==> src/rtl/nzt_pkg.sv <==
// nzt_pkg: shared types, constants and helpers of the zda time parser
package nzt_pkg;

   // field widths
   localparam int BYTE_W   = 8;
   localparam int YEAR_W   = 14;
   localparam int MONTH_W  = 4;
   localparam int DAY_W    = 5;
   localparam int HOUR_W   = 5;
   localparam int MINSEC_W = 7;
   localparam int TIME_W   = 24;
   localparam int CSR_IDX_W  = 1;
   localparam int CSR_DATA_W = 14;

   // ascii codes the parser reacts to
   localparam logic [BYTE_W-1:0] CH_DOLLAR  = 8'h24;
   localparam logic [BYTE_W-1:0] CH_COMMA   = 8'h2C;
   localparam logic [BYTE_W-1:0] CH_STAR    = 8'h2A;
   localparam logic [BYTE_W-1:0] CH_CR      = 8'h0D;
   localparam logic [BYTE_W-1:0] CH_LF      = 8'h0A;
   localparam logic [BYTE_W-1:0] CH_ZERO    = 8'h30;
   localparam logic [BYTE_W-1:0] CH_NINE    = 8'h39;
   localparam logic [BYTE_W-1:0] CH_UPPER_A = 8'h41;
   localparam logic [BYTE_W-1:0] CH_UPPER_F = 8'h46;
   localparam logic [BYTE_W-1:0] CH_LOWER_A = 8'h61;
   localparam logic [BYTE_W-1:0] CH_LOWER_F = 8'h66;

   // register reset values and the largest hour
   localparam logic [HOUR_W-1:0] OFFSET_RESET   = 5'd6;
   localparam logic [YEAR_W-1:0] MIN_YEAR_RESET = 14'd2024;
   localparam logic [HOUR_W-1:0] HOUR_MAX       = 5'd23;

   // result status codes
   typedef enum logic [1:0] {
      ST_OK       = 2'd0,
      ST_NO_STAR  = 2'd1,
      ST_BAD_SUM  = 2'd2,
      ST_OLD_YEAR = 2'd3
   } nzt_status_type;

   // configuration register indexes
   typedef enum logic [CSR_IDX_W-1:0] {
      REG_OFFSET_HOURS = 1'b0,
      REG_MIN_YEAR     = 1'b1
   } nzt_reg_type;

   typedef struct packed {
      logic [HOUR_W-1:0] offset_hours;
      logic [YEAR_W-1:0] min_year;
   } nzt_cfg_type;

   // what a closed sentence hands to the local time stage
   typedef struct packed {
      logic              saw_star;
      logic              sum_ok;
      logic [TIME_W-1:0] time_bcd;
      logic [YEAR_W-1:0] day;
      logic [YEAR_W-1:0] month;
      logic [YEAR_W-1:0] year;
   } nzt_close_type;

   typedef struct packed {
      nzt_status_type      status;
      logic [YEAR_W-1:0]   year_out;
      logic [MONTH_W-1:0]  month_out;
      logic [DAY_W-1:0]    day_out;
      logic [HOUR_W-1:0]   hour_out;
      logic [MINSEC_W-1:0] minute_out;
      logic [MINSEC_W-1:0] second_out;
   } nzt_result_type;

   // four bcd digits to binary, at most 9999
   function automatic logic [YEAR_W-1:0] bcd4_to_bin(input logic [15:0] bcd);
      logic [YEAR_W-1:0] val;
      val = YEAR_W'(bcd[15:12]) * 14'd1000 + YEAR_W'(bcd[11:8]) * 14'd100
          + YEAR_W'(bcd[7:4]) * 14'd10 + YEAR_W'(bcd[3:0]);
      return val;
   endfunction

   // two bcd digits to binary, at most 99
   function automatic logic [MINSEC_W-1:0] bcd2_to_bin(input logic [7:0] bcd);
      logic [MINSEC_W-1:0] val;
      val = MINSEC_W'(bcd[7:4]) * 7'd10 + MINSEC_W'(bcd[3:0]);
      return val;
   endfunction

   // length of a month, leap february when the year divides by four
   function automatic logic [DAY_W-1:0] month_days(input logic [MONTH_W-1:0] month,
                                                   input logic leap);
      logic [DAY_W-1:0] days;
      case (month)
         4'd2:                      days = leap ? 5'd29 : 5'd28;
         4'd4, 4'd6, 4'd9, 4'd11:   days = 5'd30;
         default:                   days = 5'd31;
      endcase
      return days;
   endfunction

endpackage

==> src/rtl/nzt_if.sv <==
// nzt_if: handshake channels of the zda time parser

// received byte channel
interface nzt_req_if;
   logic                       valid;
   logic                       ready;
   logic [nzt_pkg::BYTE_W-1:0] rx_byte;

   modport source (output valid, output rx_byte, input ready);
   modport sink   (input valid, input rx_byte, output ready);
endinterface

// result channel
interface nzt_rsp_if;
   logic                         valid;
   logic                         ready;
   logic [1:0]                   status;
   logic [nzt_pkg::YEAR_W-1:0]   year_out;
   logic [nzt_pkg::MONTH_W-1:0]  month_out;
   logic [nzt_pkg::DAY_W-1:0]    day_out;
   logic [nzt_pkg::HOUR_W-1:0]   hour_out;
   logic [nzt_pkg::MINSEC_W-1:0] minute_out;
   logic [nzt_pkg::MINSEC_W-1:0] second_out;

   modport source (output valid, output status, output year_out, output month_out,
                   output day_out, output hour_out, output minute_out,
                   output second_out, input ready);
   modport sink   (input valid, input status, input year_out, input month_out,
                   input day_out, input hour_out, input minute_out,
                   input second_out, output ready);
endinterface

// configuration write channel
interface nzt_csr_if;
   logic                           valid;
   logic                           ready;
   logic [nzt_pkg::CSR_IDX_W-1:0]  reg_index;
   logic [nzt_pkg::CSR_DATA_W-1:0] wdata;

   modport source (output valid, output reg_index, output wdata, input ready);
   modport sink   (input valid, input reg_index, input wdata, output ready);
endinterface

==> src/rtl/nmea_zda_time_parser_top.sv <==
// path: the closing lf item passes the close register, then the result register
// throughput: one byte item per cycle while the close register is free or taken;
//   both registers are separate stages, so bytes flow while one result waits to be taken
// reset: synchronous, active high; clears the parser to idle, empties both stages and
//   sets offset_hours to 6 and min_year to 2024
module nmea_zda_time_parser_top (
   input logic      clock,
   input logic      reset,
   nzt_req_if.sink  req_ch,
   nzt_rsp_if.source rsp_ch,
   nzt_csr_if.sink  csr_ch
);

   nzt_pkg::nzt_cfg_type    cfg_ff, cfg_in;
   nzt_pkg::nzt_close_type  close_item;
   nzt_pkg::nzt_result_type result;
   logic                    close_valid;
   logic                    close_ready;

   // configuration registers, always writable
   assign csr_ch.ready = 1'b1;

   always_comb begin
      cfg_in = cfg_ff;
      if (csr_ch.valid) begin
         unique case (nzt_pkg::nzt_reg_type'(csr_ch.reg_index))
            nzt_pkg::REG_OFFSET_HOURS: cfg_in.offset_hours = csr_ch.wdata[4:0];
            nzt_pkg::REG_MIN_YEAR:     cfg_in.min_year     = csr_ch.wdata;
            default: begin
            end
         endcase
      end
   end

   always_ff @(posedge clock) begin
      if (reset) begin
         cfg_ff.offset_hours <= nzt_pkg::OFFSET_RESET;
         cfg_ff.min_year     <= nzt_pkg::MIN_YEAR_RESET;
      end else begin
         cfg_ff <= cfg_in;
      end
   end

   // sentence parser
   nzt_parser u_parser (
      .clock       (clock),
      .reset       (reset),
      .byte_valid  (req_ch.valid),
      .byte_ready  (req_ch.ready),
      .rx_byte     (req_ch.rx_byte),
      .close_valid (close_valid),
      .close_ready (close_ready),
      .close_item  (close_item)
   );

   // local time and result register
   nzt_local_time u_local_time (
      .clock     (clock),
      .reset     (reset),
      .in_valid  (close_valid),
      .in_ready  (close_ready),
      .in_item   (close_item),
      .cfg       (cfg_ff),
      .out_valid (rsp_ch.valid),
      .out_ready (rsp_ch.ready),
      .out_item  (result)
   );

   // result item onto the channel
   assign rsp_ch.status     = result.status;
   assign rsp_ch.year_out   = result.year_out;
   assign rsp_ch.month_out  = result.month_out;
   assign rsp_ch.day_out    = result.day_out;
   assign rsp_ch.hour_out   = result.hour_out;
   assign rsp_ch.minute_out = result.minute_out;
   assign rsp_ch.second_out = result.second_out;

endmodule

==> src/rtl/nzt_parser.sv <==
// nzt_parser: byte level sentence parser with a one item close register
module nzt_parser (
   input  logic                       clock,
   input  logic                       reset,
   input  logic                       byte_valid,
   output logic                       byte_ready,
   input  logic [nzt_pkg::BYTE_W-1:0] rx_byte,
   output logic                       close_valid,
   input  logic                       close_ready,
   output nzt_pkg::nzt_close_type     close_item
);

   typedef enum logic [1:0] {
      PH_IDLE,
      PH_BODY,
      PH_SUM
   } phase_type;

   localparam logic [2:0] FIELD_TIME  = 3'd1;
   localparam logic [2:0] FIELD_DAY   = 3'd2;
   localparam logic [2:0] FIELD_MONTH = 3'd3;
   localparam logic [2:0] FIELD_YEAR  = 3'd4;
   localparam logic [2:0] FIELD_LAST  = 3'd7;

   phase_type                      phase_ff, phase_in;
   logic [7:0]                     running_xor_ff, running_xor_in;
   logic [7:0]                     given_sum_ff, given_sum_in;
   logic [2:0]                     field_number_ff, field_number_in;
   logic [nzt_pkg::TIME_W-1:0]     accum_ff, accum_in;
   logic                           in_fraction_ff, in_fraction_in;
   logic [nzt_pkg::TIME_W-1:0]     time_ff, time_in;
   logic [nzt_pkg::YEAR_W-1:0]     day_ff, day_in;
   logic [nzt_pkg::YEAR_W-1:0]     month_ff, month_in;
   logic [nzt_pkg::YEAR_W-1:0]     year_ff, year_in;
   logic                           saw_cr_ff, saw_cr_in;
   logic                           saw_star_ff, saw_star_in;
   logic                           close_valid_ff, close_valid_in;
   nzt_pkg::nzt_close_type         close_ff, close_in;

   logic                           accept;
   logic                           is_digit;
   logic                           is_alpha_hex;
   logic [3:0]                     hex_val;
   logic                           sat;
   logic [nzt_pkg::TIME_W-1:0]     sat_val;

   assign byte_ready  = !close_valid_ff || close_ready;
   assign accept      = byte_valid && byte_ready;
   assign close_valid = close_valid_ff;
   assign close_item  = close_ff;

   // character classes
   assign is_digit = (rx_byte >= nzt_pkg::CH_ZERO) && (rx_byte <= nzt_pkg::CH_NINE);
   assign is_alpha_hex = ((rx_byte >= nzt_pkg::CH_UPPER_A) && (rx_byte <= nzt_pkg::CH_UPPER_F))
                      || ((rx_byte >= nzt_pkg::CH_LOWER_A) && (rx_byte <= nzt_pkg::CH_LOWER_F));
   assign hex_val  = is_digit ? rx_byte[3:0] : (rx_byte[3:0] + 4'd9);

   // bcd accumulator saturation: six digits for the time field, four elsewhere
   always_comb begin
      if (field_number_ff == FIELD_TIME) begin
         sat     = (accum_ff[23:20] != 4'd0);
         sat_val = 24'h999999;
      end else begin
         sat     = (accum_ff[15:12] != 4'd0);
         sat_val = 24'h009999;
      end
   end

   // next state for one accepted byte
   always_comb begin
      phase_in        = phase_ff;
      running_xor_in  = running_xor_ff;
      given_sum_in    = given_sum_ff;
      field_number_in = field_number_ff;
      accum_in        = accum_ff;
      in_fraction_in  = in_fraction_ff;
      time_in         = time_ff;
      day_in          = day_ff;
      month_in        = month_ff;
      year_in         = year_ff;
      saw_cr_in       = saw_cr_ff;
      saw_star_in     = saw_star_ff;
      close_valid_in  = close_valid_ff && !close_ready;
      close_in        = close_ff;

      if (accept) begin
         if (rx_byte == nzt_pkg::CH_DOLLAR) begin
            // open a sentence, dropping any open one
            phase_in        = PH_BODY;
            running_xor_in  = 8'd0;
            given_sum_in    = 8'd0;
            field_number_in = 3'd0;
            accum_in        = '0;
            in_fraction_in  = 1'b0;
            time_in         = '0;
            day_in          = '0;
            month_in        = '0;
            year_in         = '0;
            saw_cr_in       = 1'b0;
            saw_star_in     = 1'b0;
         end else if (phase_ff != PH_IDLE && rx_byte == nzt_pkg::CH_LF && saw_cr_ff) begin
            // cr lf closes the sentence
            phase_in          = PH_IDLE;
            saw_cr_in         = 1'b0;
            close_valid_in    = 1'b1;
            close_in.saw_star = saw_star_ff;
            close_in.sum_ok   = (running_xor_ff == given_sum_ff);
            close_in.time_bcd = time_ff;
            close_in.day      = day_ff;
            close_in.month    = month_ff;
            close_in.year     = year_ff;
         end else begin
            unique case (phase_ff)
               PH_IDLE: begin
               end
               PH_BODY: begin
                  saw_cr_in = (rx_byte == nzt_pkg::CH_CR);
                  if (rx_byte == nzt_pkg::CH_STAR) begin
                     phase_in       = PH_SUM;
                     saw_star_in    = 1'b1;
                     given_sum_in   = 8'd0;
                     in_fraction_in = 1'b0;
                  end else begin
                     running_xor_in = running_xor_ff ^ rx_byte;
                     if (rx_byte == nzt_pkg::CH_COMMA) begin
                        // a comma latches the field that it ends
                        case (field_number_ff)
                           FIELD_TIME:  time_in  = accum_ff;
                           FIELD_DAY:   day_in   = nzt_pkg::bcd4_to_bin(accum_ff[15:0]);
                           FIELD_MONTH: month_in = nzt_pkg::bcd4_to_bin(accum_ff[15:0]);
                           FIELD_YEAR:  year_in  = nzt_pkg::bcd4_to_bin(accum_ff[15:0]);
                           default: begin
                           end
                        endcase
                        accum_in       = '0;
                        in_fraction_in = 1'b0;
                        if (field_number_ff != FIELD_LAST) begin
                           field_number_in = field_number_ff + 3'd1;
                        end
                     end else if (is_digit) begin
                        if (!in_fraction_ff) begin
                           accum_in = sat ? sat_val : {accum_ff[19:0], rx_byte[3:0]};
                        end
                     end else begin
                        in_fraction_in = 1'b1;
                     end
                  end
               end
               PH_SUM: begin
                  saw_cr_in = (rx_byte == nzt_pkg::CH_CR);
                  // hex digits shift in until the first other byte
                  if (!(is_digit || is_alpha_hex)) begin
                     in_fraction_in = 1'b1;
                  end else if (!in_fraction_ff) begin
                     given_sum_in = {given_sum_ff[3:0], hex_val};
                  end
               end
               default: begin
                  phase_in = PH_IDLE;
               end
            endcase
         end
      end
   end

   // state and close register
   always_ff @(posedge clock) begin
      if (reset) begin
         phase_ff        <= PH_IDLE;
         running_xor_ff  <= 8'd0;
         given_sum_ff    <= 8'd0;
         field_number_ff <= 3'd0;
         accum_ff        <= '0;
         in_fraction_ff  <= 1'b0;
         time_ff         <= '0;
         day_ff          <= '0;
         month_ff        <= '0;
         year_ff         <= '0;
         saw_cr_ff       <= 1'b0;
         saw_star_ff     <= 1'b0;
         close_valid_ff  <= 1'b0;
      end else begin
         phase_ff        <= phase_in;
         running_xor_ff  <= running_xor_in;
         given_sum_ff    <= given_sum_in;
         field_number_ff <= field_number_in;
         accum_ff        <= accum_in;
         in_fraction_ff  <= in_fraction_in;
         time_ff         <= time_in;
         day_ff          <= day_in;
         month_ff        <= month_in;
         year_ff         <= year_in;
         saw_cr_ff       <= saw_cr_in;
         saw_star_ff     <= saw_star_in;
         close_valid_ff  <= close_valid_in;
      end
      close_ff <= close_in;
   end

`ifndef SYNTH
   // checksum phase is only entered through an asterisk
   a_sum_has_star: assert property (@(posedge clock) disable iff (reset)
      phase_ff == PH_SUM |-> saw_star_ff)
      else $error("checksum phase without asterisk");

   // a dollar always restarts the sentence
   a_dollar_opens: assert property (@(posedge clock) disable iff (reset)
      accept && rx_byte == nzt_pkg::CH_DOLLAR |=>
         phase_ff == PH_BODY && running_xor_ff == 8'd0 && field_number_ff == 3'd0)
      else $error("dollar did not open a sentence");

   // accumulator stays well formed bcd
   a_accum_bcd: assert property (@(posedge clock) disable iff (reset)
      accum_ff[23:20] <= 4'd9 && accum_ff[19:16] <= 4'd9 && accum_ff[15:12] <= 4'd9
      && accum_ff[11:8] <= 4'd9 && accum_ff[7:4] <= 4'd9 && accum_ff[3:0] <= 4'd9)
      else $error("accumulator digit above nine");
`endif

endmodule

==> src/rtl/nzt_local_time.sv <==
// nzt_local_time: status, utc to local shift and the result register
module nzt_local_time (
   input  logic                   clock,
   input  logic                   reset,
   input  logic                   in_valid,
   output logic                   in_ready,
   input  nzt_pkg::nzt_close_type in_item,
   input  nzt_pkg::nzt_cfg_type   cfg,
   output logic                   out_valid,
   input  logic                   out_ready,
   output nzt_pkg::nzt_result_type out_item
);

   logic                            out_valid_ff, out_valid_in;
   nzt_pkg::nzt_result_type         result_ff, result_in;

   logic                            take;
   nzt_pkg::nzt_status_type         status;
   logic [nzt_pkg::MINSEC_W-1:0]    hh_raw;
   logic [nzt_pkg::HOUR_W-1:0]      hh;
   logic [nzt_pkg::HOUR_W-1:0]      off;
   logic [nzt_pkg::MINSEC_W-1:0]    mm;
   logic [nzt_pkg::MINSEC_W-1:0]    ss;
   logic [nzt_pkg::DAY_W-1:0]       day_c;
   logic [nzt_pkg::MONTH_W-1:0]     mon_c;
   logic [5:0]                      wrap_hour;
   logic [nzt_pkg::HOUR_W-1:0]      hour;
   logic [nzt_pkg::DAY_W-1:0]       day;
   logic [nzt_pkg::MONTH_W-1:0]     mon;
   logic [nzt_pkg::YEAR_W-1:0]      yr;

   assign in_ready  = !out_valid_ff || out_ready;
   assign take      = in_valid && in_ready;
   assign out_valid = out_valid_ff;
   assign out_item  = result_ff;

   // status priority: asterisk, checksum, year
   always_comb begin
      if (!in_item.saw_star) begin
         status = nzt_pkg::ST_NO_STAR;
      end else if (!in_item.sum_ok) begin
         status = nzt_pkg::ST_BAD_SUM;
      end else if (in_item.year < cfg.min_year) begin
         status = nzt_pkg::ST_OLD_YEAR;
      end else begin
         status = nzt_pkg::ST_OK;
      end
   end

   // convert time fields, clamp hour, offset, day and month
   always_comb begin
      hh_raw = nzt_pkg::bcd2_to_bin(in_item.time_bcd[23:16]);
      hh     = (hh_raw > 7'd23) ? nzt_pkg::HOUR_MAX : hh_raw[4:0];
      mm     = nzt_pkg::bcd2_to_bin(in_item.time_bcd[15:8]);
      ss     = nzt_pkg::bcd2_to_bin(in_item.time_bcd[7:0]);
      off    = (cfg.offset_hours > nzt_pkg::HOUR_MAX) ? nzt_pkg::HOUR_MAX : cfg.offset_hours;
      if (in_item.day == 14'd0) begin
         day_c = 5'd1;
      end else if (in_item.day > 14'd31) begin
         day_c = 5'd31;
      end else begin
         day_c = in_item.day[4:0];
      end
      if (in_item.month == 14'd0) begin
         mon_c = 4'd1;
      end else if (in_item.month > 14'd12) begin
         mon_c = 4'd12;
      end else begin
         mon_c = in_item.month[3:0];
      end
   end

   // hour shift with day, month and year borrow
   always_comb begin
      wrap_hour = 6'(hh) + 6'd24 - 6'(off);
      day       = day_c;
      mon       = mon_c;
      yr        = in_item.year;
      if (hh >= off) begin
         hour = hh - off;
      end else begin
         hour = wrap_hour[4:0];
         if (day_c > 5'd1) begin
            day = day_c - 5'd1;
         end else if (mon_c > 4'd1) begin
            mon = mon_c - 4'd1;
            day = nzt_pkg::month_days(mon_c - 4'd1, in_item.year[1:0] == 2'd0);
         end else begin
            mon = 4'd12;
            day = 5'd31;
            if (in_item.year != 14'd0) begin
               yr = in_item.year - 14'd1;
            end
         end
      end
   end

   // result item, zero fields unless ok
   always_comb begin
      out_valid_in = take || (out_valid_ff && !out_ready);
      result_in    = result_ff;
      if (take) begin
         result_in        = '0;
         result_in.status = status;
         if (status == nzt_pkg::ST_OK) begin
            result_in.year_out   = yr;
            result_in.month_out  = mon;
            result_in.day_out    = day;
            result_in.hour_out   = hour;
            result_in.minute_out = mm;
            result_in.second_out = ss;
         end
      end
   end

   always_ff @(posedge clock) begin
      if (reset) begin
         out_valid_ff <= 1'b0;
      end else begin
         out_valid_ff <= out_valid_in;
      end
      result_ff <= result_in;
   end

`ifndef SYNTH
   // rejected sentences carry only their status
   a_reject_zero: assert property (@(posedge clock) disable iff (reset)
      out_valid_ff && result_ff.status != nzt_pkg::ST_OK |->
         result_ff.year_out == '0 && result_ff.month_out == '0 && result_ff.day_out == '0
         && result_ff.hour_out == '0 && result_ff.minute_out == '0
         && result_ff.second_out == '0)
      else $error("rejected result with non-zero fields");

   // accepted sentences give a month from 1 to 12, a nonzero day and a valid hour
   a_ok_range: assert property (@(posedge clock) disable iff (reset)
      out_valid_ff && result_ff.status == nzt_pkg::ST_OK |->
         result_ff.month_out >= 4'd1 && result_ff.month_out <= 4'd12
         && result_ff.day_out >= 5'd1 && result_ff.hour_out <= nzt_pkg::HOUR_MAX)
      else $error("local date or hour out of range");

   // a taken close always shows up as a result next cycle
   a_take_valid: assert property (@(posedge clock) disable iff (reset)
      take |=> out_valid_ff)
      else $error("taken close item lost");
`endif

endmodule

==> src/flat_wrapper.sv <==
// flat-port wrapper written by rule: the top's interface ports become plain ports
module nmea_zda_time_parser_top_flat 
  (clock, reset, req_ch_valid, req_ch_rx_byte, req_ch_ready, rsp_ch_valid, rsp_ch_status, rsp_ch_year_out, rsp_ch_month_out, rsp_ch_day_out, rsp_ch_hour_out, rsp_ch_minute_out, rsp_ch_second_out, rsp_ch_ready, csr_ch_valid, csr_ch_reg_index, csr_ch_wdata, csr_ch_ready);
  nzt_req_if req_ch_i ();
  nzt_rsp_if rsp_ch_i ();
  nzt_csr_if csr_ch_i ();
  input logic clock;
  input logic reset;
  input wire logic [$bits(req_ch_i.valid)-1:0] req_ch_valid;
  input wire logic [$bits(req_ch_i.rx_byte)-1:0] req_ch_rx_byte;
  output wire logic [$bits(req_ch_i.ready)-1:0] req_ch_ready;
  output wire logic [$bits(rsp_ch_i.valid)-1:0] rsp_ch_valid;
  output wire logic [$bits(rsp_ch_i.status)-1:0] rsp_ch_status;
  output wire logic [$bits(rsp_ch_i.year_out)-1:0] rsp_ch_year_out;
  output wire logic [$bits(rsp_ch_i.month_out)-1:0] rsp_ch_month_out;
  output wire logic [$bits(rsp_ch_i.day_out)-1:0] rsp_ch_day_out;
  output wire logic [$bits(rsp_ch_i.hour_out)-1:0] rsp_ch_hour_out;
  output wire logic [$bits(rsp_ch_i.minute_out)-1:0] rsp_ch_minute_out;
  output wire logic [$bits(rsp_ch_i.second_out)-1:0] rsp_ch_second_out;
  input wire logic [$bits(rsp_ch_i.ready)-1:0] rsp_ch_ready;
  input wire logic [$bits(csr_ch_i.valid)-1:0] csr_ch_valid;
  input wire logic [$bits(csr_ch_i.reg_index)-1:0] csr_ch_reg_index;
  input wire logic [$bits(csr_ch_i.wdata)-1:0] csr_ch_wdata;
  output wire logic [$bits(csr_ch_i.ready)-1:0] csr_ch_ready;
  assign req_ch_i.valid = req_ch_valid;
  assign req_ch_i.rx_byte = req_ch_rx_byte;
  assign req_ch_ready = req_ch_i.ready;
  assign rsp_ch_valid = rsp_ch_i.valid;
  assign rsp_ch_status = rsp_ch_i.status;
  assign rsp_ch_year_out = rsp_ch_i.year_out;
  assign rsp_ch_month_out = rsp_ch_i.month_out;
  assign rsp_ch_day_out = rsp_ch_i.day_out;
  assign rsp_ch_hour_out = rsp_ch_i.hour_out;
  assign rsp_ch_minute_out = rsp_ch_i.minute_out;
  assign rsp_ch_second_out = rsp_ch_i.second_out;
  assign rsp_ch_i.ready = rsp_ch_ready;
  assign csr_ch_i.valid = csr_ch_valid;
  assign csr_ch_i.reg_index = csr_ch_reg_index;
  assign csr_ch_i.wdata = csr_ch_wdata;
  assign csr_ch_ready = csr_ch_i.ready;
  nmea_zda_time_parser_top u_core (.clock(clock), .reset(reset), .req_ch(req_ch_i), .rsp_ch(rsp_ch_i), .csr_ch(csr_ch_i));
endmodule
==> config.mk <==
export PLATFORM = sky130hd
export DESIGN_NAME = nmea_zda_time_parser_top_flat
export DESIGN_NICKNAME = d
export VERILOG_FILES = /design/src/rtl/nzt_pkg.sv /design/src/rtl/nzt_if.sv /design/src/rtl/nmea_zda_time_parser_top.sv /design/src/rtl/nzt_parser.sv /design/src/rtl/nzt_local_time.sv /design/src/flat_wrapper.sv
export SDC_FILE = /design/constraint.sdc
export NUM_CORES = 1
export LEC_CHECK = 0
export ABC_AREA = 1
export BUFFER_PORTS_ARGS = -buffer_cell sky130_fd_sc_hd__buf_2
export CAP_MARGIN = 5
export CORE_MARGIN = 2
export CORE_UTILIZATION = 65
export DETAILED_ROUTE_END_ITERATION = 6
export PLACE_DENSITY = 0.84
export SLEW_MARGIN = 20
export SYNTH_ARGS = -nofsm -noshare
export SYNTH_HDL_FRONTEND = slang
export SYNTH_SLANG_ARGS = --single-unit
export TNS_END_PERCENT = 100
==> constraint.sdc <==
create_clock -name clock -period 9.6 [get_ports clock]
set_clock_uncertainty 0.1 [all_clocks]
set_input_delay 0 -clock clock [delete_from_list [all_inputs] [get_ports clock]]
set_output_delay 0 -clock clock [all_outputs]
set_load 0.01 [all_outputs]
==> run metrics, run 1 <==
status=finished clean; Wirelength per Cell=approximately 16 µm; synthesized cell area=approximately 13000 µm²; vias post-DR=10910; TritonCTS clock tree=built; CTS root buf=clkbuf_16; die height=approximately 150 µm; vias per std cell=5.77; share of post-route cells with drive strength above 1=9.75%; Setup crit end kind=flop; post-DP HPWL=approximately 20000 µm; Max Freq=between 150 and 200 MHz; DRT iter0 DRCs=between 700 and 800; Pwr Density=141 nW/µm²; Clock Tree Buf Depth=3; leading area contributor after synthesis=edfxtp_1; unrepaired setup endpoints after global routing=no; post-synthesis sequential area ratio=between 40% and 50%; Worst-path clk slew=around 60 ps; worst slew pin tran=a little over 1000 ps; post-synthesis net count=between 1500 and 2000; YS warnings=0; Yosys cell types=49; first-pass GRT wire length=approximately 50000 µm; Area growth syn-to-layout=13.2%; clock sink total=~250; Skew-Pair Late Insertion Delay=roughly 530 ps; Arrival @ worst endpoint=between 5000 and 6000 ps; most frequent cells after synthesis=214 x nand2_1, 183 x inv_1, 176 x nor2_1, 153 x a21oi_1, 135 x dfxtp_1; Setup CP Type=reg -> reg; ranking of synthesized cells by area=edfxtp_1 25%, dfxtp_1 20%, ha_1 11%, nand2_1 6.0%, a21oi_1 5.8%; row cnt=52; # diodes=0; Final ANT Viol Nets=0; Port Buf Inserts=73; Worst VDD drop=around 150 µV; Setup-failing EPs final=0; worst-path fanout max=18; initial antenna violation count=0; die area=between 20000 and 25000 µm²; DR pass1 iterations=6; WL final=just over 30000 µm; Num CTS Buffers=25; max-slew violation count=0; Worst slew margin=about a third; Final Hold Fails=0; CP Cell Sequence=ha_1, ha_1, fa_1, xor2_1, o21ai_0, nand2_1, o211ai_1, nor2_1, inv_1, or2_2, ha_1, fa_1, o21bai_1, nand2_1, nand3b_1, nand2_1, nand2_1, nor2_1, nand3_1, nor2_1, xor2_1, nor2_1; minimum clock period=around 5200 ps; Cells after Synth=1500; I/O pin count=75; critical path's top delay family=simple AND/OR/NAND/NOR gates; CP max stage delay=about 450 ps; Worst EP required=between 9000 and 10000 ps; Pleak=about 6.8 nW; FF+latch count, synth=247; # H-tree levels=1; Placed Instance Area=around 14000 µm²; drt drc=0; post-route cell area=about 15000 µm²; syn avg cell area=about 8.9 µm²; Initial Util=between 60% and 70%; Hold Crit Class=in -> reg; vias in the first global route=about 10000; final setup TNS=0 ps; Synth Flop Type=dfxtp_1; largest net degree at the start of global routing=70; NumNets Final=1771; Final Cycle Share=between 50% and 60%; routability cong.=0.862; top cell type's share of synthesized area=about a quarter; asr flop ratio synth=0%; EDFF count, synth=~110; Max Cap Viol=0; slowest CP cell=edfxtp_1; most common cell in the netlist=nand2_1; worst path buffer plus inverter count=1; gr usage total=28.0%; die width=between 100 and 150 µm; CP startpoint kind=flop; area of the core=20200 µm²; GR Overflow Total=0
[logic make-up (layout without fill, tap and decap cells)]
group | count (synthesis) | after routing | synth area share [%]
and+or+nand+nor | 510 | 510 | 16.3
AOI/OAI and AO/OA | 329 | 329 | 13.9
DFF | 247 | 247 | 45.6
buffers and inverters | 233 | 353 | 6.82
adders and majority gates | 142 | 142 | 14.9
xor gates and xnor gates | 38 | 38 | 2.50
other | 1 | 1 | 0.0282
[routing by layer]
metal / share of wire [%] / GRT usage [%] / vias to the layer above
met2: 49 / 48.9 / 488
met3: 6.9 / 3.20 / 96
met4: 3.4 / 10.9 / 0
met1: 41 / 36.0 / 5069
li1: - / - / 5257
met5: 0 / 0 / -
[final cells by class]
cell class | count | area, µm²
Timing Repair Buffer | 116 | 783
Inverter | 191 | 719
Fill cell | 1341 | 5120
Sequential cell | 247 | 6070
Multi-Input combinational cell | 1020 | 6350
Tap cell | 270 | 338
Clock buffer | 33 | 676
Clock inverter | 13 | 121
[state kept, by name, summed over array words and instances, names as in the netlist, 2 cells and up]
register,cells
u_core.u_parser.day_ff,14
u_core.u_parser.phase_ff,2
u_core.u_parser.close_item,68
u_core.u_parser.time_ff,24
u_core.cfg_ff,19
u_core.u_local_time.out_item,44
u_core.u_parser.given_sum_ff,8
u_core.u_parser.accum_ff,24
u_core.u_parser.month_ff,14
u_core.u_parser.running_xor_ff,8
u_core.u_parser.field_number_ff,3
u_core.u_parser.year_ff,14
[per-stage QoR]
| stage | cells | setup slack [ps] | utilization [%] | total power [mW] | hold slack (ps) |
|---|---|---|---|---|---|
| 6_report | 1890 | 4390 | 74.6 | 2.12 | 27.7 |
| 5_1_grt | 1890 | 4050 | 74.6 | 2.17 | 36.3 |
| 4_1_cts | 1889 | 4380 | 74.5 | 2.12 | 6.45 |
| 3_5_place_dp | 1808 | 4440 | 68.8 | 1.18 | 124 |
| 3_3_place_gp | 1808 | 4720 | 68.8 | 1.18 | 119 |
| 2_1_floorplan | 1500 | 5250 | - | 1.16 | 26.3 |
[power by group]
group,internal [mW],switching (mW)
combinational,0.0285,0.0441
clock,0.550,0.395
sequential,1.10,0.00234
[path summary, 6_finish.rpt]
kind	start	endpoint	slack, ps	cells past startpoint
worst max-delay path	u_core.u_parser.close_item[63]$_DFFE_PP_	u_core.u_local_time.out_item[31]$_SDFFCE_PP0P_	4390	22
worst min-delay path	reset	u_core.u_parser.accum_ff[11]$_SDFFE_PP0P_	30	3
worst max register to register	u_core.u_parser.close_item[63]$_DFFE_PP_	u_core.u_local_time.out_item[31]$_SDFFCE_PP0P_	4390	22
worst min register to register	u_core.u_parser.month_ff[9]$_SDFFE_PP0P_	u_core.u_parser.close_item[23]$_DFFE_PP_	320	0
[cells in the final DEF, fill, tap and decap left out, types with 4 or more instances in the layout]
master         Yosys  layout
a31oi_1            7       7
buf_2              9      73
ha_1             115     115
a21oi_1          153     152
clkbuf_16          0      25
inv_1            183     183
nor2_1           176     175
nand4_1           14      14
fa_1              27      27
o211ai_1          12      12
a211oi_1          21      21
edfxtp_1         112     112
dlygate4sd3_1      0      35
or2_2             11      11
nor3_1            25      25
buf_4              1       7
clkinv_2           0       6
o21bai_1           4       4
o21ai_0          109     109
a22oi_1            8       8
xor2_1            19      19
inv_2              7       7
clkbuf_1          29       6
xnor2_1           19      19
nand2_1          214     214
a211oi_2           6       6
dfxtp_1          135     135
nand3_1           49      49
[worst min-delay path, stage by stage]
cell,delay [ps]
buf_2,100
buf_4,310
nor2_1,170
[timing repair]
| action | in CTS | in global routing |
|---|---|---|
| resized for setup | 0 | 0 |
| setup buffers | 0 | 0 |
| endpoints found under the hold margin | 40 | 0 |
| hold buffers | 35 | 0 |
Power figures use the tool's default switching activity.
==> run 2: changes to the inputs <==
- CORE_UTILIZATION: 65 -> 56
- PLACE_DENSITY: 0.84 -> 0.77
- clock period: 9.6 -> 4.3 ns (I/O delays scaled with it)
==> run metrics, run 2 (same netlist as run 1, synthesis figures left out) <==
clock sink total=between 200 and 250; share of post-route cells with drive strength above 1=15.7%; Clock Tree Buf Depth=3; row cnt=56; Fill cells=1741; worst slew pin tran=about 1100 ps; Initial Util=56.8%; WL final=between 30000 and 40000 µm; Setup CP Type=reg -> reg; Arrival @ worst endpoint=between 4000 and 5000 ps; Wirelength per Cell=approximately 16 µm; Setup-failing EPs final=0; Worst VDD drop=around 240 µV; vias post-DR=roughly 11000; final setup TNS=0 ps; first-pass GRT wire length=~48000 µm; Multi-input gate area=approximately 6700 µm²; minimum clock period=about 4200 ps; TritonCTS clock tree=built; Area growth syn-to-layout=19.2%; die width=about 160 µm; status=finished clean; most common cell after layout, fill and taps aside=nand2_1; DRT iter0 DRCs=683; final worst setup slack=approximately 91 ps; GRT Max-Usage Layer=met2; Max Cap Viol=0; Final ANT Viol Nets=0; gr usage total=between 20% and 30%; initial antenna violation count=0; Seq. cell area=approximately 6100 µm²; NumNets Final=about 1800; drt drc=0; dpl ws=-196 ps; routability cong.=about 0.87; Port Buf Inserts=73; met3 capacity usage during global routing=around 2.5%; largest net degree at the start of global routing=70; Final Cycle Share=between 90% and 100%; CTS root buf=clkbuf_16; area of the core=23400 µm²; met2 GRT Util=about two fifths; I/O pin count=75; worst-path fanout max=6; Placed Instance Area=around 14000 µm²; Pleak=about 7.1 nW; Num CTS Buffers=26; die height=~160 µm; met1 GRT Util=between 30% and 40%; post-route cell area=between 15000 and 20000 µm²; max-slew violation count=0; vias in the first global route=9935; CP startpoint kind=flop; Worst EP required=around 4600 ps; unrepaired setup endpoints after global routing=yes; # H-tree levels=1; # diodes=0; Setup crit end kind=flop; Final Hold Fails=0; Worst-path clk slew=60 ps; GR Overflow Total=0; Skew-Pair Late Insertion Delay=530 ps; vias per std cell=5.39; Worst slew margin=around 30%; die area=between 20000 and 25000 µm²; Final Core Density=about two thirds; post-DP HPWL=approximately 21000 µm; commonest non-fill, non-tap cells in the layout=206 x nand2_1, 177 x inv_1, 172 x nor2_1; Pwr Density=just over 300 nW/µm²; Hold Crit Class=in -> reg; Max Freq=238 MHz; Largest register FFs=68; DR pass1 iterations=5
==> run 2: cell types whose count changed in the layout (fill, tap and decap cells not counted), sizes merged <==
| cell | before | now |
|---|---|---|
| clkbuf | 33 | 32 |
| clkinvlp | 0 | 3 |
| buf | 81 | 125 |
==> run 2: report_power, final <==
part	leakage [nW]	total, mW	internal (mW)	switching, mW
Combinational	4.33	0.171	0.0698	0.101
Sequential	2.31	2.45	2.44	0.00492
Clock	0.420	2.24	1.31	0.927
==> run 2: area by class of cell <==
type                            instances  area share, %
Clock buffer                           32           4.51
Clock inverter                         16          0.923
Inverter                              191           4.59
Multi-Input combinational cell       1020           42.1
Sequential cell                       247           38.3
Tap cell                              319           2.52
Timing Repair Buffer                  160           7.10
==> run 2: what timing repair did <==
action / in CTS / in global routing
hold buffers: 35 / 0
buffers inserted: 6 / 4
resized for setup: 27 / 53
setup endpoints to repair: 35 / 44
hold endpoints to repair: 53 / 0
pin swaps: 10 / 35
gates cloned: 0 / 0
==> run 2: path summary, 6_finish.rpt <==
path                                                                 from                                       end  slack (ps)  cells after the start
worst min-delay path                                      csr_ch_wdata[9]             u_core.cfg_ff[9]$_SDFFE_PP1P_         150                      4
worst min register to register  u_core.u_parser.month_ff[13]$_SDFFE_PP0P_  u_core.u_parser.close_item[27]$_DFFE_PP_         320                      0
worst max register to register  u_core.u_parser.accum_ff[14]$_SDFFE_PP0P_  u_core.u_parser.year_ff[10]$_SDFFE_PP0P_          90                     16
worst max-delay path            u_core.u_parser.accum_ff[14]$_SDFFE_PP0P_  u_core.u_parser.year_ff[10]$_SDFFE_PP0P_          90                     16
==> run 2: through the flow <==
stage | hold slack [ps] | cells | power, mW
detailed placement | 120 | 1891 | 2.63
global placement | 118 | 1891 | 2.63
finish | 153 | 1985 | 4.86
CTS | 112 | 1980 | 4.87
floorplan | 26.3 | 1500 | 2.59
global route | 164 | 1985 | 4.99
==> run 2: routing by layer <==
metal	part of all wire, %	vias to the layer above
li1	-	5339
met1	45	4991
met2	47	305
met3	4.7	73
met4	2.9	0
met5	0	-
==> run 2: worst max-delay path: stages (launching register included) <==
cell and delay [ps]:
dfxtp_1 320, buf_4 160, ha_1 300, fa_2 470
fa_1 550, inv_1 50, fa_1 520, inv_1 40
ha_1 320, ha_4 300, nand2_1 90, nor2_2 160
a21oi_2 100, o21ai_1 240, a21oi_1 120, o21ai_2 110
a21oi_1 90
==> run 3: changes to the inputs <==
- BUFFER_PORTS_ARGS: -buffer_cell sky130_fd_sc_hd__buf_2 -> default
- CORE_MARGIN: 2 -> 1
- CORE_UTILIZATION: 56 -> 64
- DONT_BUFFER_PORTS: default -> 1
- PLACE_DENSITY: 0.77 -> 0.8
- clock period: 4.3 -> 4.68 ns (I/O delays scaled with it)
==> run metrics, run 3 (same netlist as run 1, synthesis figures left out) <==
status=finished clean; worst slew pin tran=just under 1000 ps; Final Core Density=approximately 74%; NumNets Final=1713; r2r endpoint=u_core.u_local_time.out_item[35]$_SDFFCE_PP0P_; DRT iter0 DRCs=slightly above 600; max-slew violation count=0; vias post-DR=~10000; reg2reg setup slack=240 ps; Clock Power Share=45.7%; routability cong.=0.955; HP Start=req_ch_rx_byte[0]; Pwr Density=approximately 300 nW/µm²; # H-tree levels=1; Largest register FFs=around 70; Num CTS Buffers=25; Worst R2R Start=u_core.u_parser.close_item[65]$_DFFE_PP_; minimum clock period=4440 ps; most common cell after layout, fill and taps aside=nand2_1; Final ANT Viol Nets=0; vias per std cell=roughly 5.7; CP max stage delay=~430 ps; worst path buffer plus inverter count=3; TritonCTS clock tree=built; Setup CP Type=reg -> reg; worst-path fanout max=7; internal power=roughly 3.5 mW; slowest CP cell=edfxtp_1; Port Buf Inserts=0; first-pass GRT wire length=~48000 µm; Clock Tree Buf Depth=3; post-DP HPWL=about 20000 µm; Hold Crit Class=in -> reg; Pleak=between 6 and 7 nW; CP Depth=25; worst hold margin=40.7 ps; # diodes=0; sequential power share=51.1%; Reg2Reg Depth=25; I/O pin count=75; critical path's top delay family=adder cells; Final Cycle Share=between 90% and 100%; WHS Path Cells=5; drt drc=0; Max Freq=about 230 MHz; area of the core=~20000 µm²; die height=~150 µm; Worst VDD drop=~450 µV; DR pass1 iterations=5; Comb pwr share=between 3 and 4%; share of post-route cells with drive strength above 1=under 10%; Worst Hold End=u_core.u_parser.saw_cr_ff$_SDFFE_PP0P_; initial antenna violation count=0; CP dominant cell by count=nand2_1; Max Cap Viol=0; Area growth syn-to-layout=12.3%; Initial Util=65.5%; clock sink total=between 200 and 250; commonest non-fill, non-tap cells in the layout=212 x nand2_1, 183 x inv_1, 172 x nor2_1; Skew-Pair Late Insertion Delay=540 ps; Final Hold Fails=0; Wirelength per Cell=roughly 16 µm; row cnt=52; CP startpoint kind=flop; WL final=29500 µm; GR Overflow Total=0; die width=146 µm; CTS root buf=clkbuf_16; sw frac=between 20% and 30%; Setup crit end kind=flop; Worst slew margin=around 34%; Sw Pwr=between 0.9 and 1 mW; Worst EP required=approximately 4800 ps; die area=roughly 21000 µm²; vias in the first global route=approximately 10000; Worst-path clk slew=about 60 ps; Setup-failing EPs final=0; gr usage total=around 28%; largest net degree at the start of global routing=62; Arrival @ worst endpoint=roughly 4600 ps
-- run 3: cell count changes in the layout (fill, tap and decap cells not counted), moves of 8 or more --
| cell | previous run | this run |
|---|---|---|
| buf_2 | 73 | 0 |
| buf_4 | 50 | 18 |
| ha_1 | 101 | 113 |
| ha_4 | 13 | 2 |
| a21oi_1 | 144 | 152 |
| a21oi_2 | 8 | 0 |
| o21ai_0 | 98 | 106 |
-- run 3: worst register-to-register path, delay by kind of cell (launching register included) --
family	cells	cell delay, ps
buf+inv	3	290
compound gates	4	480
simple gates	12	1250
fa+ha+maj	5	1410
xor+xnor	1	200
flops	1	430
-- run 3: layer usage --
layer	share of wire (%)	track usage, %
met4	3.3	10.3
met1	43	36.3
met3	5.7	3.41
met5	0	0
met2	48	47.1
-- run 3: repair_timing --
item                                    in CTS  in global routing
endpoints found under the setup margin       1                 31
pin swaps                                    0                  4
endpoints found under the hold margin      143                  0
buffers inserted                             0                  1
hold buffers                                39                  0
resized for setup                            1                 20
-- run 3: layout make-up --
cell class                      count  area (µm²)
Clock buffer                       30         687
Clock inverter                     16         146
Sequential cell                   247        6070
Fill cell                        1379        5360
Timing Repair Buffer               58         554
Tap cell                          270         338
Inverter                          191         719
Multi-Input combinational cell   1020        6430
-- run 3: worst max path at each step --
stage	endpoint	from
finish	u_core.u_local_time.out_item[35]$_SDFFCE_PP0P_	u_core.u_parser.close_item[65]$_DFFE_PP_
global route	u_core.u_local_time.out_item[38]$_SDFFCE_PP0P_	u_core.u_parser.close_item[65]$_DFFE_PP_
CTS	u_core.u_local_time.out_item[23]$_SDFFCE_PP0P_	u_core.u_parser.close_item[63]$_DFFE_PP_
detailed placement	u_core.u_parser.month_ff[13]$_SDFFE_PP0P_	u_core.u_parser.accum_ff[13]$_SDFFE_PP0P_
global placement	u_core.u_local_time.out_item[23]$_SDFFCE_PP0P_	u_core.u_parser.close_item[63]$_DFFE_PP_
floorplan	u_core.u_local_time.out_item[38]$_SDFFCE_PP0P_	u_core.u_parser.close_item[63]$_DFFE_PP_
-- run 3: power by group through the flow --
stage / clock (mW) / sequential [mW] / combinational (mW)
2_1_floorplan: 0 / 2.30 / 0.0811
3_3_place_gp: 0 / 2.30 / 0.0918
3_5_place_dp: 0 / 2.30 / 0.0956
4_1_cts: 2.03 / 2.25 / 0.135
5_1_grt: 2.12 / 2.25 / 0.157
6_report: 2.01 / 2.25 / 0.143
-- run 3: metrics by stage --
stage | TNS [ps] | setup WS [ps] | instance area (µm²) | power (mW) | instances
finish | 0 | 243 | 14900 | 4.41 | 1832
global placement | 0 | 197 | 13600 | 2.39 | 1746
detailed placement | 0 | 24.7 | 13600 | 2.39 | 1746
floorplan | 0 | 327 | 13300 | 2.38 | 1500
global route | -86.9 | -37.7 | 14900 | 4.52 | 1832
CTS | 0 | 34.9 | 14800 | 4.42 | 1831
